$ cat src/hdl/rlt_pkg.sv
// Shared types and constants for the recursive lock table.
`default_nettype none

package rlt_pkg;

    // Request kinds carried on the input tuser
    typedef enum logic [1:0] {
        OP_INIT    = 2'd0,
        OP_ACQUIRE = 2'd1,
        OP_RELEASE = 2'd2
    } t_op;

    // Result error codes
    typedef enum logic [1:0] {
        ERR_NONE     = 2'd0,
        ERR_UNINIT   = 2'd1,
        ERR_OVERFLOW = 2'd2
    } t_err;

    // Fixed field widths of the stream payload
    localparam int OP_W        = 2;
    localparam int LOCK_IDX_W  = 6;
    localparam int OWNER_ID_W  = 16;
    localparam int CPU_IDX_W   = 3;
    localparam int DEPTH_OUT_W = 16;
    localparam int CNT_W       = 7;
    localparam int CPU_ENTRY_W = CNT_W + 1;

    localparam int IN_DATA_W  = 32;
    localparam int OUT_DATA_W = 32;

    // Input tdata bit positions
    localparam int IN_IDX_LSB   = 0;
    localparam int IN_OWNER_LSB = IN_IDX_LSB + LOCK_IDX_W;
    localparam int IN_CPU_LSB   = IN_OWNER_LSB + OWNER_ID_W;
    localparam int IN_GTYPE_BIT = IN_CPU_LSB + CPU_IDX_W;
    localparam int IN_IRQ_BIT   = IN_GTYPE_BIT + 1;

    // Output tdata bit positions
    localparam int OUT_GRANT_BIT   = 0;
    localparam int OUT_RESTORE_BIT = 1;
    localparam int OUT_ERR_LSB     = 2;
    localparam int OUT_DEPTH_LSB   = OUT_ERR_LSB + 2;
    localparam int OUT_CNT_LSB     = OUT_DEPTH_LSB + DEPTH_OUT_W;
    localparam int OUT_USED_W      = OUT_CNT_LSB + CNT_W;

    localparam logic [CNT_W-1:0] CNT_MAX = '1;

endpackage

`default_nettype wire

$ cat src/hdl/rlt_table.sv
// Synchronous state memory with per-entry valid bits and same-edge write forwarding.
`default_nettype none

module rlt_table #(
    parameter int DEPTH = 64,
    parameter int DW    = 34,
    parameter int AW    = (DEPTH > 1) ? $clog2(DEPTH) : 1
) (
    input  wire logic          i_clk,
    input  wire logic          i_rst_n,
    input  wire logic          i_rd_en,
    input  wire logic [AW-1:0] i_rd_addr,
    input  wire logic          i_wr_en,
    input  wire logic [AW-1:0] i_wr_addr,
    input  wire logic [DW-1:0] i_wr_data,
    output logic      [DW-1:0] o_rd_data
);

    logic [DW-1:0]    r_mem [DEPTH];
    logic [DEPTH-1:0] r_vld;
    logic [DW-1:0]    r_rd_data;
    logic             r_rd_vld;
    logic             r_byp_hit;
    logic [DW-1:0]    r_byp_data;

    // Entry valid bits: a never-written entry reads as zero
    always_ff @(posedge i_clk) begin
        if (!i_rst_n) begin
            r_vld <= '0;
        end else if (i_wr_en) begin
            r_vld[i_wr_addr] <= 1'b1;
        end
    end

    // Memory array write port
    always_ff @(posedge i_clk) begin
        if (i_wr_en) begin
            r_mem[i_wr_addr] <= i_wr_data;
        end
    end

    // Registered read port, data
    always_ff @(posedge i_clk) begin
        if (i_rd_en) begin
            r_rd_data  <= r_mem[i_rd_addr];
            r_byp_data <= i_wr_data;
        end
    end

    // Registered read port, control; a write at the read edge overrides the array
    always_ff @(posedge i_clk) begin
        if (!i_rst_n) begin
            r_rd_vld  <= 1'b0;
            r_byp_hit <= 1'b0;
        end else if (i_rd_en) begin
            r_rd_vld  <= r_vld[i_rd_addr];
            r_byp_hit <= i_wr_en && (i_wr_addr == i_rd_addr);
        end
    end

    assign o_rd_data = r_byp_hit ? r_byp_data : (r_rd_vld ? r_rd_data : '0);

endmodule

`default_nettype wire

$ cat src/hdl/recursive_lock_table_unit.sv
// Recursive lock table: top level with request pipeline and read-modify-write logic.
//
// One request per cycle is sustained while the result side does not stall. A
// request is held in the stage 1 registers after acceptance, and its result is
// loaded into the output register when stage 1 advances. The lock table and the
// per-processor table each sit in a registered-read memory: the request reads
// both tables on acceptance, and stage 1 then computes the update, writes it
// back and loads the output register. A write landing on the same
// entry as the next request's read is forwarded, so back-to-back requests to one
// lock see each other's effect. Valid bits in flip-flops stand for the zero reset
// of every entry, so the block is ready right after reset with no clearing pass.
// The result register decouples the sides: a new request is taken while a result
// waits.
`default_nettype none

module recursive_lock_table_unit #(
    parameter int NUM_LOCKS  = 64,
    parameter int NUM_CPUS   = 8,
    parameter int OWNER_BITS = 16,
    parameter int DEPTH_BITS = 16
) (
    input  wire logic                            i_clk,
    input  wire logic                            i_rst_n,
    // configuration: system_ready
    input  wire logic                            i_cfg_valid,
    output logic                                 o_cfg_ready,
    input  wire logic                            i_cfg_data,
    // request stream
    input  wire logic                            i_s_tvalid,
    output logic                                 o_s_tready,
    // tdata: lock_index[5:0], owner_id[21:6], processor_id[24:22],
    //        global_type[25], interrupts_were_enabled[26], zero[31:27]
    input  wire logic [rlt_pkg::IN_DATA_W-1:0]  i_s_tdata,
    // tuser: op[1:0]
    input  wire logic [rlt_pkg::OP_W-1:0]       i_s_tuser,
    // result stream
    output logic                                 o_m_tvalid,
    input  wire logic                            i_m_tready,
    // tdata: granted[0], restore_interrupts[1], error_code[3:2],
    //        depth_after[19:4], global_count_after[26:20], zero[31:27]
    output logic      [rlt_pkg::OUT_DATA_W-1:0] o_m_tdata
);

    localparam int LOCK_AW = (NUM_LOCKS > 1) ? $clog2(NUM_LOCKS) : 1;
    localparam int CPU_AW  = (NUM_CPUS > 1) ? $clog2(NUM_CPUS) : 1;
    localparam int CPU_IW  = (CPU_AW > rlt_pkg::CPU_IDX_W) ? CPU_AW : rlt_pkg::CPU_IDX_W;
    localparam int LOCK_DW = 2 + DEPTH_BITS + OWNER_BITS;
    localparam int DEP_LSB = OWNER_BITS;
    localparam int GLB_BIT = OWNER_BITS + DEPTH_BITS;
    localparam int INI_BIT = GLB_BIT + 1;

    // Input field decode
    logic [rlt_pkg::LOCK_IDX_W-1:0] in_idx;
    logic [CPU_IW-1:0]              in_cpu;
    logic                           in_lock_ok;
    logic                           in_cpu_ok;
    logic                           s_acc;
    logic                           s1_adv;

    // Stage 1 registers
    logic                    r_s1_v;
    logic [rlt_pkg::OP_W-1:0] r_op;
    logic                    r_lock_ok;
    logic                    r_cpu_ok;
    logic [LOCK_AW-1:0]      r_lock_addr;
    logic [CPU_AW-1:0]       r_cpu_addr;
    logic [OWNER_BITS-1:0]   r_who;
    logic                    r_gtype;
    logic                    r_irq;
    logic                    r_sys_ready;

    // Output register
    logic                           r_out_v;
    logic [rlt_pkg::OUT_DATA_W-1:0] r_out_data;

    // Table read data and update
    logic [LOCK_DW-1:0]              lock_rd;
    logic [rlt_pkg::CPU_ENTRY_W-1:0] cpu_rd;
    logic [LOCK_DW-1:0]              n_lock;
    logic [rlt_pkg::CPU_ENTRY_W-1:0] n_cpu;
    logic                            lock_we;
    logic                            cpu_we;

    logic                       l_init;
    logic                       l_glb;
    logic [DEPTH_BITS-1:0]      l_dep;
    logic [OWNER_BITS-1:0]      l_hld;
    logic [rlt_pkg::CNT_W-1:0]  c_cnt;
    logic                       c_sav;
    logic [DEPTH_BITS-1:0]      n_dep;
    logic [OWNER_BITS-1:0]      n_hld;
    logic                       n_init;
    logic                       n_glb;
    logic [rlt_pkg::CNT_W-1:0]  n_cnt;
    logic                       n_sav;
    logic                       res_grant;
    logic                       res_restore;
    rlt_pkg::t_err              res_err;
    logic [rlt_pkg::OUT_DATA_W-1:0] n_out_data;

    assign in_idx     = i_s_tdata[rlt_pkg::IN_IDX_LSB +: rlt_pkg::LOCK_IDX_W];
    assign in_cpu     = CPU_IW'(i_s_tdata[rlt_pkg::IN_CPU_LSB +: rlt_pkg::CPU_IDX_W]);
    assign in_lock_ok = {1'b0, in_idx} < (rlt_pkg::LOCK_IDX_W + 1)'(NUM_LOCKS);
    assign in_cpu_ok  = {1'b0, in_cpu} < (CPU_IW + 1)'(NUM_CPUS);

    // Handshake: stage 1 moves on when the output register is free or drains
    assign s1_adv      = r_s1_v && (!r_out_v || i_m_tready);
    assign o_s_tready  = !r_s1_v || s1_adv;
    assign s_acc       = i_s_tvalid && o_s_tready;
    assign o_cfg_ready = 1'b1;
    assign o_m_tvalid  = r_out_v;
    assign o_m_tdata   = r_out_data;

    // Configuration register
    always_ff @(posedge i_clk) begin
        if (!i_rst_n) begin
            r_sys_ready <= 1'b0;
        end else if (i_cfg_valid) begin
            r_sys_ready <= i_cfg_data;
        end
    end

    // Stage 1 control
    always_ff @(posedge i_clk) begin
        if (!i_rst_n) begin
            r_s1_v <= 1'b0;
        end else if (s_acc) begin
            r_s1_v <= 1'b1;
        end else if (s1_adv) begin
            r_s1_v <= 1'b0;
        end
    end

    // Stage 1 payload
    always_ff @(posedge i_clk) begin
        if (s_acc) begin
            r_op        <= i_s_tuser;
            r_lock_ok   <= in_lock_ok;
            r_cpu_ok    <= in_cpu_ok;
            r_lock_addr <= in_lock_ok ? in_idx[LOCK_AW-1:0] : '0;
            r_cpu_addr  <= in_cpu_ok ? in_cpu[CPU_AW-1:0] : '0;
            r_who       <= OWNER_BITS'(i_s_tdata[rlt_pkg::IN_OWNER_LSB +: rlt_pkg::OWNER_ID_W]);
            r_gtype     <= i_s_tdata[rlt_pkg::IN_GTYPE_BIT];
            r_irq       <= i_s_tdata[rlt_pkg::IN_IRQ_BIT];
        end
    end

    // Lock table: {initialized, global, depth, holder}
    rlt_table #(
        .DEPTH (NUM_LOCKS),
        .DW    (LOCK_DW),
        .AW    (LOCK_AW)
    ) u_lock_tbl (
        .i_clk     (i_clk),
        .i_rst_n   (i_rst_n),
        .i_rd_en   (s_acc),
        .i_rd_addr (in_lock_ok ? in_idx[LOCK_AW-1:0] : LOCK_AW'(0)),
        .i_wr_en   (lock_we && s1_adv),
        .i_wr_addr (r_lock_addr),
        .i_wr_data (n_lock),
        .o_rd_data (lock_rd)
    );

    // Processor table: {saved interrupt flag, global hold count}
    rlt_table #(
        .DEPTH (NUM_CPUS),
        .DW    (rlt_pkg::CPU_ENTRY_W),
        .AW    (CPU_AW)
    ) u_cpu_tbl (
        .i_clk     (i_clk),
        .i_rst_n   (i_rst_n),
        .i_rd_en   (s_acc),
        .i_rd_addr (in_cpu_ok ? in_cpu[CPU_AW-1:0] : CPU_AW'(0)),
        .i_wr_en   (cpu_we && s1_adv),
        .i_wr_addr (r_cpu_addr),
        .i_wr_data (n_cpu),
        .o_rd_data (cpu_rd)
    );

    assign l_init = lock_rd[INI_BIT];
    assign l_glb  = lock_rd[GLB_BIT];
    assign l_dep  = lock_rd[DEP_LSB +: DEPTH_BITS];
    assign l_hld  = lock_rd[OWNER_BITS-1:0];
    assign c_cnt  = cpu_rd[rlt_pkg::CNT_W-1:0];
    assign c_sav  = cpu_rd[rlt_pkg::CNT_W];

    // Read-modify-write of the selected lock and processor entries
    always_comb begin
        n_init      = l_init;
        n_glb       = l_glb;
        n_dep       = l_dep;
        n_hld       = l_hld;
        n_cnt       = c_cnt;
        n_sav       = c_sav;
        lock_we     = 1'b0;
        cpu_we      = 1'b0;
        res_grant   = 1'b0;
        res_restore = 1'b0;
        res_err     = rlt_pkg::ERR_NONE;
        case (r_op)
            rlt_pkg::OP_INIT: begin
                if (r_lock_ok) begin
                    lock_we = 1'b1;
                    n_init  = 1'b1;
                    n_glb   = r_gtype;
                    n_dep   = '0;
                    n_hld   = '0;
                end
            end
            rlt_pkg::OP_ACQUIRE: begin
                if (!r_lock_ok || !l_init) begin
                    res_err = rlt_pkg::ERR_UNINIT;
                end else if ((l_dep == '0) || (l_hld == r_who)) begin
                    if (&l_dep) begin
                        res_err = rlt_pkg::ERR_OVERFLOW;
                    end else begin
                        lock_we   = 1'b1;
                        res_grant = 1'b1;
                        n_dep     = l_dep + 1'b1;
                        n_hld     = r_who;
                        // first hold of a global lock counts against the processor
                        if ((l_dep == '0) && l_glb && r_sys_ready && r_cpu_ok) begin
                            cpu_we = 1'b1;
                            if (c_cnt == '0) begin
                                n_sav = r_irq;
                            end
                            if (c_cnt != rlt_pkg::CNT_MAX) begin
                                n_cnt = c_cnt + 1'b1;
                            end
                        end
                    end
                end
            end
            rlt_pkg::OP_RELEASE: begin
                if (!r_lock_ok || !l_init) begin
                    res_err = rlt_pkg::ERR_UNINIT;
                end else if (l_dep != '0) begin
                    lock_we = 1'b1;
                    n_dep   = l_dep - 1'b1;
                    // last release frees the lock and may give back interrupts
                    if (l_dep == DEPTH_BITS'(1)) begin
                        n_hld = '0;
                        if (l_glb && r_sys_ready && r_cpu_ok) begin
                            cpu_we = 1'b1;
                            if (c_cnt != '0) begin
                                n_cnt = c_cnt - 1'b1;
                            end
                            if (n_cnt == '0) begin
                                res_restore = c_sav;
                            end
                        end
                    end
                end
            end
            default: begin
            end
        endcase
    end

    assign n_lock = {n_init, n_glb, n_dep, n_hld};
    assign n_cpu  = {n_sav, n_cnt};

    // Result packing
    always_comb begin
        n_out_data = '0;
        n_out_data[rlt_pkg::OUT_GRANT_BIT]   = res_grant;
        n_out_data[rlt_pkg::OUT_RESTORE_BIT] = res_restore;
        n_out_data[rlt_pkg::OUT_ERR_LSB +: 2] = res_err;
        n_out_data[rlt_pkg::OUT_DEPTH_LSB +: rlt_pkg::DEPTH_OUT_W] =
            r_lock_ok ? rlt_pkg::DEPTH_OUT_W'(n_dep) : '0;
        n_out_data[rlt_pkg::OUT_CNT_LSB +: rlt_pkg::CNT_W] = r_cpu_ok ? n_cnt : '0;
    end

    // Output register control
    always_ff @(posedge i_clk) begin
        if (!i_rst_n) begin
            r_out_v <= 1'b0;
        end else if (s1_adv) begin
            r_out_v <= 1'b1;
        end else if (i_m_tready) begin
            r_out_v <= 1'b0;
        end
    end

    // Output register payload
    always_ff @(posedge i_clk) begin
        if (s1_adv) begin
            r_out_data <= n_out_data;
        end
    end

endmodule

`default_nettype wire

$ cat config.mk
export PLATFORM = sky130hd
export DESIGN_NAME = recursive_lock_table_unit
export DESIGN_NICKNAME = d
export VERILOG_FILES = /design/src/hdl/rlt_pkg.sv /design/src/hdl/rlt_table.sv /design/src/hdl/recursive_lock_table_unit.sv
export SDC_FILE = /design/constraint.sdc
export NUM_CORES = 2
export LEC_CHECK = 0
export ABC_AREA = 1
export BUFFER_PORTS_ARGS = -buffer_cell sky130_fd_sc_hd__buf_2
export CAP_MARGIN = 20
export CORE_MARGIN = 1.5
export CORE_UTILIZATION = 35
export DETAILED_ROUTE_END_ITERATION = 12
export PLACE_DENSITY = 0.52
export REMOVE_ABC_BUFFERS = 1
export SYNTH_ARGS = -nofsm -noshare
export SYNTH_HDL_FRONTEND = slang
export SYNTH_SLANG_ARGS = --single-unit
export TNS_END_PERCENT = 30
$ cat constraint.sdc
create_clock -name i_clk -period 16.8 [get_ports i_clk]
set_input_delay 1.68 -clock i_clk [delete_from_list [all_inputs] [get_ports i_clk]]
set_output_delay 1.68 -clock i_clk [all_outputs]
set_load 0.01 [all_outputs]
# Word level (Yosys, flattened, before mapping)
# Memories as Yosys holds them, arrays and structs flattened. A register that Yosys moved wholly into a read port is not among the register bits.
# Index checks and enable logic that the tools add are counted.
[classes]
magnitude_cmp = 6
shifts = 0
muxes = 77
bitwise_logic = 7
n_reduce_logical = 27
n_eq_ne = 7
n_addsub = 4
n_mul = 0
n_div = 0
[op_table]
columns = ["cell", "n"]
rows = [
  ["$mux 16", 11],
  ["$mux 7", 15],
  ["$pmux 16 s3", 2],
  ["$mux 34", 2],
  ["$or 64x64->64", 1],
  ["$mux 1", 34],
  ["$add 16x1->16 const B", 1],
  ["$eq 16x1->1 const B", 1],
  ["$eq 16x16->1", 1],
  ["$logic_not 16->1", 1],
  ["$mux 8", 2],
  ["$reduce_and 16->1", 1],
  ["$reduce_bool 16->1", 1],
  ["$sub 16x1->16 const B", 1],
  ["$logic_not 7->1", 2],
  ["$lt 6x7->1 const B", 2],
  ["$pmux 7 s2", 1],
  ["$logic_and 1x1->1", 11],
  ["$lt 3x4->1 const B", 2],
  ["$or 8x8->8", 1],
  ["$add 7x1->7 const B", 1],
  ["$ne 7x7->1 const B", 1],
  ["$reduce_bool 7->1", 1],
  ["$sub 7x1->7 const B", 1],
  ["20 further kinds", 31],
]
[word_totals]
mem_bits_ro = 0
word_cells = 152
latch_bits = 0
ram_bits = 2240
memories = 2
register_bits = 177
out_inout_bits = 35
inputBits = 40
[mem_list]
columns = ["memory", "words", "word_bits", "read_ports", "rd_ports_with_merged_regs", "wr", "line_no", "text"]
rows = [
  ["u_lock_tbl.r_mem", 64, 34, 1, 1, 1, "rlt_table.sv:19", "logic [DW-1:0] r_mem [DEPTH];"],
  ["u_cpu_tbl.r_mem", 8, 8, 1, 1, 1, "rlt_table.sv:19", ""],
]

# Depth between registers and ports, before layout
[logic_depth]
depth_word = 14
mapped_depth = 21
mapped_depth_nobuf = 17

# Modules after synthesis
# From an unflattened synthesis, not the netlist that was laid out.
[hier_totals]
cells_unflattened = 8239
area_unflattened_um2 = 99646.8
[modules_own_cells]
columns = ["mod", "n_inst", "cells_per_inst", "area_each_um2", "seq_area_each_um2"]
rows = [
  ["rlt_table at u_lock_tbl", 1, 7208, 91051.1, 68705.9],
  ["recursive_lock_table_unit", 1, 725, 4987.3, 1741.7],
  ["rlt_table at u_cpu_tbl", 1, 306, 3608.5, 2602.5],
]

# Worst setup path after synthesis
# No wires, ideal clock.
[synth_path]
path_type = "register to register"
from = "register u_lock_tbl.r_byp_hit"
to = "register u_lock_tbl.r_byp_data[10], data pin"
setup_ps = 709
path_buffers = 2
setup_slack_ps = 11418
required_time_ps = 16091
stages_incl_launch_ff = 15
arrival_time_ps = 4672
period_less_slack_ps = 5382
cell_sequence = "dfxtp_1 > buf_6 > buf_6 > nand2_1 > inv_1 > a21oi_1 > ha_1 > nand2_1 > nor2_4 > nand2_4 > nand2_2 > nand3_1 > nand2_1 > nand3_1 > o21ai_0"
[synth_between]
elab_chain_cells = 6
word_cells_on_any_way = 14
classes_between = "2 x eq/ne; 8 x mux; 4 x reduce/logical"
[synth_rtl]
columns = ["element", "line_no", "text"]
rows = [
  ["from (decl)", "rlt_table.sv:23", "logic r_byp_hit;"],
  ["from (signal assigned)", "rlt_table.sv:57", "r_byp_hit <= i_wr_en && (i_wr_addr == i_rd_addr);"],
  ["$mux 34 *", "rlt_table.sv:61", "assign o_rd_data = r_byp_hit ? r_byp_data : (r_rd_vld ? r_rd_data : '0);"],
  ["$eq 16x1->1, or another cell as far along", "recursive_lock_table_unit.sv:241", "if (l_dep == DEPTH_BITS'(1)) begin"],
  ["$mux 16, or another cell as far along", "recursive_lock_table_unit.sv:241", ""],
  ["$mux 16, on equally long branches", "recursive_lock_table_unit.sv:237, recursive_lock_table_unit.sv:213", ""],
  ["$mux 16, on equally long branches", "recursive_lock_table_unit.sv:235, recursive_lock_table_unit.sv:211", ""],
  ["$pmux 16 s3 *", "recursive_lock_table_unit.sv:200", "case (r_op)"],
  ["named net n_hld[10]", "recursive_lock_table_unit.sv:91", "logic [OWNER_BITS-1:0] n_hld;"],
  ["to (signal assigned)", "rlt_table.sv:46", "r_byp_data <= i_wr_data;"],
  ["to (decl)", "rlt_table.sv:24", "logic [DW-1:0] r_byp_data;"],
]
# The timed path passes the listed nets; every way through them passes the cells marked *.
# A chain may end at the register's enable or synchronous reset.

# Final worst setup path
[layout_path]
from = "register u_lock_tbl.r_rd_vld"
to = "memory u_lock_tbl.r_mem[2][28] (enable)"
[layout_between]
elab_chain_cells = 10
word_cells_on_any_way = 16
classes_between = "1 x eq/ne; 10 x mux; 5 x reduce/logical"
[layout_rtl]
columns = ["element", "line_no", "text"]
rows = [
  ["from (decl)", "rlt_table.sv:22", "logic r_rd_vld;"],
  ["from (signal assigned)", "rlt_table.sv:56", "r_rd_vld <= r_vld[i_rd_addr];"],
  ["$mux 34 * (2 in a row)", "rlt_table.sv:61", ""],
  ["$reduce_and 16->1, or another cell as far along", "recursive_lock_table_unit.sv:214", "if (&l_dep) begin"],
  ["$mux 1 / $logic_or 1x1->1 (equally long branches)", "recursive_lock_table_unit.sv:214, recursive_lock_table_unit.sv:213", ""],
  ["$mux 1", "recursive_lock_table_unit.sv:213", "end else if ((l_dep == '0) || (l_hld == r_who)) begin"],
  ["$mux 1", "recursive_lock_table_unit.sv:211", "if (!r_lock_ok || !l_init) begin"],
  ["$pmux 1 s3 *", "recursive_lock_table_unit.sv:200", ""],
  ["$logic_and 1x1->1 *", "recursive_lock_table_unit.sv:158", ".i_wr_en (lock_we && s1_adv),"],
  ["$mux 1 *", "rlt_table.sv:37", "if (i_wr_en) begin"],
  ["$mux 1 (implied by the code) *", "rlt_table.sv:38", "r_mem[i_wr_addr] <= i_wr_data;"],
  ["to (decl)", "rlt_table.sv:19", ""],
]
# Mark *: on every way between the ends. The rest lies on a longest branch, timed or not.

==> impl_results.md <==
* RSZ-0062 raised after global routing: no
* DRC viols at 0
* H-tree depth at 5
* # Max-Cap Violations at 0
* WS Path Type: reg -> reg
* Clk_lat worst skew at 0.92 ns
* Synth Flop Type: edfxtp_1
* Post-synth top area share at 71.92%
* Asr flop ratio synth at 0%
* Initial drt markers at 7696
* Starting Density at 35.20%
* RePlAce Congestion at 0.8427
* Measured slew at the worst slew-check pin at 1.199 ns
* Drt pass-1 iters at 8
* Syn Inst Count at 8129
* Synth cell types at 46
* Pwr dens at 121.2 nW/um2
* Hold Slack at 0.4482 ns
* CTS Buffer Depth at 4
* Setup Viol. Count Final at 0
* Chip Height at 535.9 um
* Hpwl dp at 159600 um
* Post-cts gate resize count at 0
* Setup crit end kind: flop
* Leak at 36.83 nW
* Placed cells at 11555
* Postcts setup bufs at 0
* Critical path data arrival time at 7.39 ns
* Crit path max fanout at 73
* All-Layer GR Usage at 21.63%
* Final Hold Viols at 0
* Layout area overhead at 13.62%
* Count leader, synth: edfxtp_1
* Post-synth top cells: 2380 x edfxtp_1, 1563 x nor2_1, 1428 x o21ai_0
* Status: finished clean
* Synth area leader: edfxtp_1
* Syn avg cell area at 12.23 um2
* Leading cell types by total area after synthesis: edfxtp_1 72%, o21ai_0 7.2%, nor2_1 5.9%
* Hold-fix buffers, CTS at 0
* Peak VDD IR at 0.1205 mV
* Vias in the first global route at 63873
* Yosys warns at 0
* CTS sink count at 2459
* DRT Wirelength at 319100 um
* CTS tree: built
* Initial antenna violation count at 13
* Synthesized flop and latch total at 2459
* Routed Antenna Nets at 0
* Hold Path Class: reg -> reg
* Relative slew slack at 19.25%
* Final cycle utilization of the critical path at 41.14%
* Nets at 8148
* Startpoint Class: flop
* Horiz. Die Dim at 535.9 um
* Max Clock Freq at 144.7 MHz
* Post-Syn Area at 99380 um2
* Fin cells at 12037
* Routed via count at 67671
* Clk slew on worst S/H paths at 0.06 ns
* Overall Power at 13.68 mW
* Slew Limit Fails at 0
* Wire per inst at 26.51 um
* Number of buffers created by CTS at 285
* Top Ports at 75
* Clock skew at 0.07278 ns
* Critical Path RT at 17.28 ns
* Crit path time final at 6.911 ns
* # port buffers at 63
* Die area at 287100 um2
* Num rows at 195
* First-pass GRT wire length at 453700 um
* Via-per-instance ratio at 5.622
* Core area at 282300 um2
* Largest net degree at the start of global routing at 203
* Fraction of layout instances using a drive strength above 1 at 9.231%
* EDFF count, synth at 2380
* Fin area at 112900 um2
* Root Buffer: clkbuf_16
* Area after DPL at 104200 um2
* Seq/Total Area, Yosys at 73.51%
* GRT overflow at 0
## critical path, cell delays in order, from the launching register on
cell,delay (ns)
dfxtp_1,0.31
buf_4,0.40
inv_2,0.11
nor2_4,0.52
nand2_1,0.16
nand2_1,0.10
buf_4,0.35
clkinv_1,0.69
nor2_1,0.82
nand3_4,0.37
nand2_4,0.21
buf_4,0.73
nand3_1,0.62
nor2_4,0.21
buf_4,0.72
## final cells by class
type                    count  area (um2)
diodes                      7       17.52
flip-flops and latches   2459       73050
clock inverters           123        1080
inverters                 187       740.7
repair buffers            251        1868
fillers                 26412      169400
well taps                3743        4683
multi-input cells        4916       23900
clock buffers             351        7579
## placed cells by master (no fill, tap or decap), drive strengths merged, types with 12 or more instances in the layout
cell type	count
clkbuf	351
nand2	618
o22ai	674
o211ai	16
bufinv	19
nand4	25
edfxtp	2380
inv	178
a21oi	198
nand3	248
nor3	20
o31ai	20
o21bai	39
a31oi	12
buf	251
o21ai	1430
dfxtp	79
nor2	1570
clkinv	110
## flip-flops by register name (all words and copies together) (netlist names), 2 cells and up
register and flops:
o_m_tdata 27, r_cpu_addr 3, r_lock_addr 6, r_op 2
r_who 16, u_cpu_tbl.r_byp_data 8, u_cpu_tbl.r_mem 64, u_cpu_tbl.r_rd_data 8
u_cpu_tbl.r_vld 8, u_lock_tbl.r_byp_data 34, u_lock_tbl.r_mem 2176, u_lock_tbl.r_rd_data 34
u_lock_tbl.r_vld 64
## stage by stage
| step | util, % | TNS (ns) | setup slack, ns |
|---|---|---|---|
| after CTS | 39.98 | 0 | 10.19 |
| final | 40.00 | 0 | 9.889 |
| after global placement | 36.91 | 0 | 10.24 |
| after floorplan | - | -63.03 | -2.126 |
| after detailed placement | 36.92 | 0 | 10.26 |
| after global routing | 39.99 | 0 | 9.886 |
## power by group
group          leakage, nW  switching [mW]  internal [mW]
Combinational         9.84           0.752          0.208
Sequential            22.8          0.0169           6.84
Clock                 4.23            2.39           3.47
## cell families after synthesis
group                    after synthesis  synth area share [%]
multiplexers                           1               0.01133
adder cells (fa/ha/maj)                8                0.1007
AO/OA/AOI/OAI                       2397                 13.16
other                                  2              0.007557
buffers and inverters                758                 3.100
AND/OR/NAND/NOR                     2497                 10.05
flip-flops                          2459                 73.51
XOR/XNOR                               7               0.06169
## routing by layer
layer  share of wire [%]  up-vias  track usage [%]
met5                   0        -                0
li1                    -    29756                -
met2                  47     2832            35.26
met1                  42    34536            29.37
met4                 3.3        0            7.354
met3                 7.7      547            3.410
## worst paths after layout
path | slack (ns) | cells past startpoint | to | from
worst max-delay path | 9.89 | 14 | u_lock_tbl.r_mem[2][28] | u_lock_tbl.r_rd_vld
worst min-delay path | 0.45 | 2 | u_cpu_tbl.r_vld[3] | u_cpu_tbl.r_vld[3]
worst max register to register | 9.89 | 14 | u_lock_tbl.r_mem[2][28] | u_lock_tbl.r_rd_vld
worst min register to register | 0.45 | 2 | u_cpu_tbl.r_vld[3] | u_cpu_tbl.r_vld[3]
Note: power is estimated with default switching activity, not from simulation.
